## src/rtl/a2m_pkg.sv

```systemverilog
// Shared types and constants for the ADC code to millivolt converter.
package a2m_pkg;

    localparam int A2M_SEGMENTS = 3;
    localparam int A2M_POINTS   = 4;
    localparam int CODE_W       = 24;
    localparam int MV_W         = 16;
    localparam int IDX_W        = 3;
    localparam int PT_W         = 2;
    localparam int PROD_W       = CODE_W + MV_W;
    localparam int QBITS        = MV_W;
    localparam int DIV_BITS     = 2;
    localparam int DIV_STAGES   = QBITS / DIV_BITS;
    localparam int PIPE_STAGES  = 4 + DIV_STAGES;

    localparam logic [MV_W-1:0]  MV_TOP      = 16'hFFFF;
    localparam logic [IDX_W-1:0] REG_MV_BASE = 3'd4;

    typedef logic [CODE_W-1:0] code_t;
    typedef logic [MV_W-1:0]   mv_t;

    typedef struct packed {
        logic below;
        logic above;
        logic neg;
        mv_t  lo_mv;
    } ctrl_t;

    typedef struct packed {
        ctrl_t ctrl;
        code_t span;
        code_t rem;
        mv_t   qn;
    } div_t;

endpackage

```

## src/rtl/adc_to_millivolt_piecewise_linear.sv

```systemverilog
// Top level: ADC code to millivolts by piecewise linear interpolation.
//
//  channel   signals                                   direction
//  command   start, busy, adc_code                     in (busy out)
//  result    done, millivolts                          out
//  config    cfg_valid, cfg_ready, cfg_index, cfg_data in (cfg_ready out)
//
// One sample is taken every cycle; busy stays low. Each result is computed
// in registered steps: segment search, operand setup, multiply, eight
// divider stages of two quotient bits, final add. The divider pipeline sets
// the latency. Reset clears the calibration table and all valid bits. The
// receiver cannot stall, so nothing holds.
module adc_to_millivolt_piecewise_linear #(
    parameter int SEGMENTS = a2m_pkg::A2M_SEGMENTS
) (
    input  logic                    clk,
    input  logic                    rst_n,
    input  logic                    start,
    output logic                    busy,
    input  logic [23:0]             adc_code,
    output logic                    done,
    output logic [15:0]             millivolts,
    input  logic                    cfg_valid,
    output logic                    cfg_ready,
    input  logic [2:0]              cfg_index,
    input  logic [23:0]             cfg_data
);
    import a2m_pkg::*;

    code_t cal_code [A2M_POINTS];
    mv_t   cal_mv   [A2M_POINTS];

    logic  fr_valid;
    ctrl_t fr_ctrl;
    code_t fr_off;
    code_t fr_span;
    mv_t   fr_dmv;

    logic                s3_valid_reg;
    ctrl_t               s3_ctrl_reg;
    code_t               s3_span_reg;
    logic [PROD_W-1:0]   s3_prod_reg;

    logic  chain_valid [DIV_STAGES+1];
    div_t  chain_data  [DIV_STAGES+1];

    logic  done_reg;
    mv_t   millivolts_reg;
    mv_t   mv_next;
    div_t  last;

    assign busy      = 1'b0;
    assign cfg_ready = 1'b1;

    a2m_regs u_regs (
        .clk       (clk),
        .rst_n     (rst_n),
        .cfg_valid (cfg_valid),
        .cfg_index (cfg_index),
        .cfg_data  (cfg_data),
        .cal_code  (cal_code),
        .cal_mv    (cal_mv)
    );

    a2m_front #(
        .SEGMENTS (SEGMENTS)
    ) u_front (
        .clk       (clk),
        .rst_n     (rst_n),
        .in_valid  (start),
        .in_code   (adc_code),
        .cal_code  (cal_code),
        .cal_mv    (cal_mv),
        .out_valid (fr_valid),
        .out_ctrl  (fr_ctrl),
        .out_off   (fr_off),
        .out_span  (fr_span),
        .out_dmv   (fr_dmv)
    );

    always_ff @(posedge clk or negedge rst_n)
    begin
        if (!rst_n)
            s3_valid_reg <= 1'b0;
        else
            s3_valid_reg <= fr_valid;
    end

    always_ff @(posedge clk)
    begin
        s3_ctrl_reg <= fr_ctrl;
        s3_span_reg <= fr_span;
        s3_prod_reg <= PROD_W'(fr_dmv) * PROD_W'(fr_off);
    end

    // Upper product bits stay below the span, so the quotient fits 16 bits.
    assign chain_valid[0]     = s3_valid_reg;
    assign chain_data[0].ctrl = s3_ctrl_reg;
    assign chain_data[0].span = s3_span_reg;
    assign chain_data[0].rem  = s3_prod_reg[PROD_W-1:QBITS];
    assign chain_data[0].qn   = s3_prod_reg[QBITS-1:0];

    for (genvar g = 0; g < DIV_STAGES; g++)
    begin : g_div
        a2m_div_step u_step (
            .clk       (clk),
            .rst_n     (rst_n),
            .in_valid  (chain_valid[g]),
            .in_data   (chain_data[g]),
            .out_valid (chain_valid[g+1]),
            .out_data  (chain_data[g+1])
        );
    end

    assign last = chain_data[DIV_STAGES];

    always_comb
    begin
        if (last.ctrl.below)
            mv_next = '0;
        else if (last.ctrl.above)
            mv_next = MV_TOP;
        else if (last.ctrl.neg)
            mv_next = last.ctrl.lo_mv - last.qn;
        else
            mv_next = last.ctrl.lo_mv + last.qn;
    end

    always_ff @(posedge clk or negedge rst_n)
    begin
        if (!rst_n)
            done_reg <= 1'b0;
        else
            done_reg <= chain_valid[DIV_STAGES];
    end

    always_ff @(posedge clk)
    begin
        millivolts_reg <= mv_next;
    end

    assign done       = done_reg;
    assign millivolts = millivolts_reg;

endmodule

```

## src/rtl/a2m_regs.sv

```systemverilog
// Calibration table registers written through the configuration channel.
module a2m_regs (
    input  logic                    clk,
    input  logic                    rst_n,
    input  logic                    cfg_valid,
    input  logic [2:0]              cfg_index,
    input  logic [23:0]             cfg_data,
    output a2m_pkg::code_t          cal_code [a2m_pkg::A2M_POINTS],
    output a2m_pkg::mv_t            cal_mv   [a2m_pkg::A2M_POINTS]
);
    import a2m_pkg::*;

    code_t cal_code_reg [A2M_POINTS];
    mv_t   cal_mv_reg   [A2M_POINTS];

    always_ff @(posedge clk or negedge rst_n)
    begin
        if (!rst_n)
        begin
            for (int i = 0; i < A2M_POINTS; i++)
            begin
                cal_code_reg[i] <= '0;
                cal_mv_reg[i]   <= '0;
            end
        end
        else if (cfg_valid)
        begin
            if (cfg_index < REG_MV_BASE)
                cal_code_reg[cfg_index[PT_W-1:0]] <= cfg_data;
            else
                cal_mv_reg[cfg_index[PT_W-1:0]] <= cfg_data[MV_W-1:0];
        end
    end

    assign cal_code = cal_code_reg;
    assign cal_mv   = cal_mv_reg;

endmodule

```

## src/rtl/a2m_front.sv

```systemverilog
// Segment search and operand preparation, two pipeline stages.
module a2m_front #(
    parameter int SEGMENTS = a2m_pkg::A2M_SEGMENTS
) (
    input  logic                    clk,
    input  logic                    rst_n,
    input  logic                    in_valid,
    input  a2m_pkg::code_t          in_code,
    input  a2m_pkg::code_t          cal_code [a2m_pkg::A2M_POINTS],
    input  a2m_pkg::mv_t            cal_mv   [a2m_pkg::A2M_POINTS],
    output logic                    out_valid,
    output a2m_pkg::ctrl_t          out_ctrl,
    output a2m_pkg::code_t          out_off,
    output a2m_pkg::code_t          out_span,
    output a2m_pkg::mv_t            out_dmv
);
    import a2m_pkg::*;

    logic             s1_valid_reg;
    code_t            s1_code_reg;
    logic             s1_below_reg;
    logic             s1_above_reg;
    logic [PT_W-1:0]  s1_seg_reg;

    logic             below_next;
    logic             found;
    logic [PT_W-1:0]  seg_next;

    logic             s2_valid_reg;
    ctrl_t            s2_ctrl_reg;
    code_t            s2_off_reg;
    code_t            s2_span_reg;
    mv_t              s2_dmv_reg;

    logic [PT_W-1:0]  seg_hi;
    code_t            lo_code;
    code_t            hi_code;
    mv_t              lo_mv;
    mv_t              hi_mv;
    logic             neg;

    // Pick the first segment whose upper code is above the input.
    always_comb
    begin
        below_next = (in_code <= cal_code[0]);
        found      = 1'b0;
        seg_next   = '0;
        for (int i = 0; i < SEGMENTS; i++)
        begin
            if (!found && (in_code < cal_code[i+1]))
            begin
                found    = 1'b1;
                seg_next = PT_W'(i);
            end
        end
    end

    always_ff @(posedge clk or negedge rst_n)
    begin
        if (!rst_n)
        begin
            s1_valid_reg <= 1'b0;
            s2_valid_reg <= 1'b0;
        end
        else
        begin
            s1_valid_reg <= in_valid;
            s2_valid_reg <= s1_valid_reg;
        end
    end

    always_ff @(posedge clk)
    begin
        s1_code_reg  <= in_code;
        s1_below_reg <= below_next;
        s1_above_reg <= !found;
        s1_seg_reg   <= seg_next;
    end

    always_comb
    begin
        seg_hi  = s1_seg_reg + PT_W'(1);
        lo_code = cal_code[s1_seg_reg];
        hi_code = cal_code[seg_hi];
        lo_mv   = cal_mv[s1_seg_reg];
        hi_mv   = cal_mv[seg_hi];
        neg     = (hi_mv < lo_mv);
    end

    always_ff @(posedge clk)
    begin
        s2_ctrl_reg.below <= s1_below_reg;
        s2_ctrl_reg.above <= s1_above_reg;
        s2_ctrl_reg.neg   <= neg;
        s2_ctrl_reg.lo_mv <= lo_mv;
        s2_off_reg        <= s1_code_reg - lo_code;
        s2_span_reg       <= hi_code - lo_code;
        s2_dmv_reg        <= neg ? (lo_mv - hi_mv) : (hi_mv - lo_mv);
    end

    assign out_valid = s2_valid_reg;
    assign out_ctrl  = s2_ctrl_reg;
    assign out_off   = s2_off_reg;
    assign out_span  = s2_span_reg;
    assign out_dmv   = s2_dmv_reg;

endmodule

```

## src/rtl/a2m_div_step.sv

```systemverilog
// One stage of the restoring divider, retiring DIV_BITS quotient bits.
module a2m_div_step (
    input  logic                    clk,
    input  logic                    rst_n,
    input  logic                    in_valid,
    input  a2m_pkg::div_t           in_data,
    output logic                    out_valid,
    output a2m_pkg::div_t           out_data
);
    import a2m_pkg::*;

    logic              valid_reg;
    div_t              data_reg;
    div_t              data_next;
    logic [CODE_W:0]   trial;

    // Shift the next numerator bit into the remainder, subtract when it fits.
    always_comb
    begin
        data_next = in_data;
        trial     = '0;
        for (int b = 0; b < DIV_BITS; b++)
        begin
            trial = {data_next.rem, data_next.qn[MV_W-1]};
            if (trial >= {1'b0, data_next.span})
            begin
                trial        = trial - {1'b0, data_next.span};
                data_next.qn = {data_next.qn[MV_W-2:0], 1'b1};
            end
            else
            begin
                data_next.qn = {data_next.qn[MV_W-2:0], 1'b0};
            end
            data_next.rem = trial[CODE_W-1:0];
        end
    end

    always_ff @(posedge clk or negedge rst_n)
    begin
        if (!rst_n)
            valid_reg <= 1'b0;
        else
            valid_reg <= in_valid;
    end

    always_ff @(posedge clk)
    begin
        data_reg <= data_next;
    end

    assign out_valid = valid_reg;
    assign out_data  = data_reg;

endmodule

```

## config.mk

```make
export PLATFORM = sky130hd
export DESIGN_NAME = adc_to_millivolt_piecewise_linear
export DESIGN_NICKNAME = d
export VERILOG_FILES = /design/src/rtl/a2m_pkg.sv /design/src/rtl/adc_to_millivolt_piecewise_linear.sv /design/src/rtl/a2m_regs.sv /design/src/rtl/a2m_front.sv /design/src/rtl/a2m_div_step.sv
export SDC_FILE = /design/constraint.sdc
export NUM_CORES = 2
export LEC_CHECK = 0
export ABC_AREA = 1
export ABC_CLOCK_PERIOD_IN_PS = 6950
export BUFFER_PORTS_ARGS = -buffer_cell sky130_fd_sc_hd__buf_2
export CAP_MARGIN = 25
export CORE_MARGIN = 1
export CORE_UTILIZATION = 40
export CTS_BUF_LIST = sky130_fd_sc_hd__clkbuf_4 sky130_fd_sc_hd__clkbuf_8
export CTS_CLUSTER_DIAMETER = 150
export DETAILED_ROUTE_END_ITERATION = 12
export SYNTH_ARGS = -nofsm -noshare
export SYNTH_HDL_FRONTEND = slang
export SYNTH_SLANG_ARGS = --single-unit
```

## constraint.sdc

```tcl
create_clock -name clk -period 6.95 [get_ports clk]
set_clock_uncertainty 0.2 [all_clocks]
set_input_delay 0 -clock clk [delete_from_list [all_inputs] [get_ports clk]]
set_output_delay 0 -clock clk [all_outputs]
set_load 0.01 [all_outputs]
```

==> results.rst <==
.. list-table::
   :header-rows: 1

   * - Metric
     - Value
   * - Run status
     - completed
   * - Critical Path Most Common Cell
     - fa_1
   * - Worst-case reg-to-reg path depth
     - 19
   * - Worst path max stage delay
     - 850 ps
   * - Proportion of layout cells with a drive suffix above 1
     - 6.28%
   * - WL final
     - 263000 µm
   * - Number of distinct library cell variants in the gate-level netlist after synthesis
     - 62
   * - Top library cells by usage in the layout, fill and taps aside
     - nand2_1, inv_1, dfxtp_1
   * - Number of global-route vias before repair
     - 68317
   * - Total via count after detailed routing
     - 68871
   * - Startpoint of the worst setup timing path
     - u_front.out_dmv[12]$_DFF_P_
   * - Number of filler instances in the final layout
     - 19194
   * - Cell area after synthesis
     - 74900 µm²
   * - Number of hold violations in the final report
     - 0
   * - Floorplan Core Area
     - 186000 µm²
   * - Most common cell after layout, fill and taps aside
     - nand2_1
   * - Count of TritonRoute iterations in the first routing pass
     - 6
   * - # nets final
     - 12032
   * - Initial antenna violation count
     - 8
   * - Max FFs per register
     - 616
   * - Post-layout worst setup margin
     - 559 ps
   * - Syn avg cell area
     - 6.98 µm²
   * - Number of primary I/O pins
     - 74
   * - Post-CTS sizing
     - 0
   * - Std-Cell Rows
     - 158
   * - Via-per-instance ratio
     - 5.06
   * - Clk slew on worst S/H paths
     - 60 ps
   * - Worst slew margin relative to its limit
     - 40.1%
   * - Arrival time at the worst endpoint
     - 6990 ps
   * - Count of yosys warnings during synthesis
     - 0
   * - Final Cycle Share
     - 92.0%
   * - Gate Count Post-Synth
     - 10734
   * - Count of antenna-violating nets left after detailed routing
     - 0
   * - Worst setup path category
     - reg2reg
   * - Number of buffers added by the clock tree synthesis step
     - 169
   * - Hold slack
     - 94.8 ps
   * - Post-synthesis sequential element count
     - 998
   * - Maximum clock rate
     - 156 MHz
   * - Final setup violation count
     - 0
   * - Post-synthesis net count
     - 11797
   * - Min-Delay Path Class
     - reg2reg
   * - Critical-path cell with the highest stage delay
     - dfxtp_1
   * - Largest net degree at the start of global routing
     - 89
   * - Area overhead of the layout relative to synthesis
     - 11.7%
   * - Grt ovf
     - 0
   * - CTS Buffer Depth
     - 3
   * - Initial standard-cell utilization of the core
     - 40.4%
   * - Buffers inserted by post-CTS timing repair
     - 0
   * - Die ar.
     - 189000 µm²
   * - Slew of the pin with the lowest slew margin
     - 898 ps
   * - Half-perimeter wire length after detailed placement
     - 216000 µm
   * - Hold depth
     - 0
   * - Setup TNS
     - 0 ps
   * - Total GRT Usage
     - 27.2%
   * - Seq/Total Area, Yosys
     - 27.8%
   * - Launching point of the worst reg2reg path
     - u_front.out_dmv[12]$_DFF_P_
   * - Number of buffers inserted by hold repair at cts
     - 149
   * - Clock sink count
     - 998
   * - Final estimated routing congestion in global placement
     - 0.999
   * - TritonCTS clock tree
     - done
   * - Required time reported for the critical path endpoint
     - 7550 ps
   * - Final-report max-slew violation count
     - 0
   * - Startpoint type of the worst setup path
     - flip-flop
   * - Violation count after the first detailed-routing iteration
     - 4653
   * - Worst Hold Launch
     - g_div[6].u_step.out_data[1]$_DFF_P_
   * - Max-cap violations
     - 0
   * - Clock period minus final worst setup slack
     - 6390 ps
   * - Height of the die
     - 435 µm
   * - Largest fanout on the critical path
     - 18
   * - DRC violation count after routing
     - 0
   * - Pre-CTS setup slack
     - 604 ps
   * - Clock network latency to the later pin of the worst-skew pair
     - 920 ps
   * - First-pass GRT wire length
     - 399000 µm
   * - Setup repair after global routing missed its margin
     - no
   * - H-tree levels
     - 4
   * - Cell chosen for the clock root
     - clkbuf_8
   * - Port bufs
     - 71
   * - Per-cell routed wire length
     - 19.3 µm
   * - Chip width
     - 435 µm
   * - Sequence of cells on the critical path
     - buf_4, nand2_1, fa_1, inv_1, fa_1, fa_1, fa_1, fa_1, inv_1, fa_1, inv_1, ha_1, a21oi_1, o21ai_0, a21boi_0, o21ai_0, nand2_1, nand3_1, xor2_1
   * - Category of the worst setup path capture point
     - flip-flop
[worst max-delay path: cells and delay by family, from the launching register on]
| family | cells | cell delay (ps) |
|---|---|---|
| adders and majority gates | 7 | 3480 |
| AOI/OAI and AO/OA | 4 | 860 |
| DFF | 1 | 850 |
| buffers and inverters | 4 | 420 |
| and+or+nand+nor | 3 | 290 |
| xor gates and xnor gates | 1 | 150 |
[routing by layer]
| metal | wire [µm] | track usage (%) |
|---|---|---|
| met1 | 108000 | 32.0 |
| met2 | 130000 | 48.3 |
| met3 | 10600 | 2.86 |
| met4 | 15100 | 14.6 |
| met5 | 0 | 0 |
[Yosys cell counts, drive strengths merged]
library cell	n	area [µm²]
nor3	81	415
o221ai	44	385
a22oi	4	30.0
nand2	3342	12600
clkinv	9	33.8
a21boi	17	128
fa	326	6530
dfxtp	826	16500
o211ai	23	173
nand3	626	3360
o21bai	28	210
inv	1880	7060
o21ai	481	2410
a31oi	27	169
a21oi	562	2870
o211a	1	10.0
buf	82	577
ha	682	8530
a21o	45	338
nand4	144	901
nor2	642	2590
nor4	23	144
a41oi	5	43.8
and2	8	52.6
and3	2	12.5
nand3b	27	203
dfrtp	172	4300
clkbuf	160	601
xnor2	79	692
xor2	196	1720
conb	2	7.51
mux2i	1	10.0
nor3b	3	22.5
a32oi	17	149
o2111ai	1	8.76
a221oi	2	17.5
nand2b	1	6.26
or2	103	644
o22ai	26	163
o31ai	8	60.1
a211oi	5	37.5
o21a	21	158
[per-stage QoR]
stage	instances	utilization, %	instance area [µm²]
2_1_floorplan	10734	-	74900
3_3_place_gp	13124	41.9	77800
3_5_place_dp	13128	42.0	77900
4_1_cts	13588	45.0	83600
5_1_grt	13593	45.1	83600
6_report	13598	45.1	83600
[cell families after synthesis]
kind of cell	count (synthesis)	share of synthesized area, %
XOR/XNOR	275	3.22
other	2	0.0100
buffers and inverters	2131	11.0
flip-flops	998	27.8
AO/OA/AOI/OAI	1317	9.82
multiplexers	1	0.0134
AND/OR/NAND/NOR	5002	28.0
adder cells (fa/ha/maj)	1008	20.1
[final timing paths]
check	slack [ps]	to
worst min register to register	90	g_div[7].u_step.out_data[3]$_DFF_P_
worst max register to register	560	s3_prod_reg[37]$_DFF_P_
worst max-delay path	560	s3_prod_reg[37]$_DFF_P_
max in group asynchronous	4940	u_regs.cal_code[31]$_DFFE_PN0P_
worst min-delay path	90	g_div[7].u_step.out_data[3]$_DFF_P_
min in group asynchronous	440	u_regs.cal_code[90]$_DFFE_PN0P_
[area by class of cell]
class	instances	area [µm²]	area share, %
antenna	9	22.5	0.0269
clock buffer	238	3080	3.68
clock inverter	73	1090	1.30
inverter	1889	7100	8.49
multi-input combinational	7605	45800	54.8
sequential	998	20800	24.9
tap	2480	3100	3.71
timing repair buffer	306	2610	3.12
Power is not shown: default switching activity piles up to over one toggle a cycle in this logic, so the estimate is an artifact.
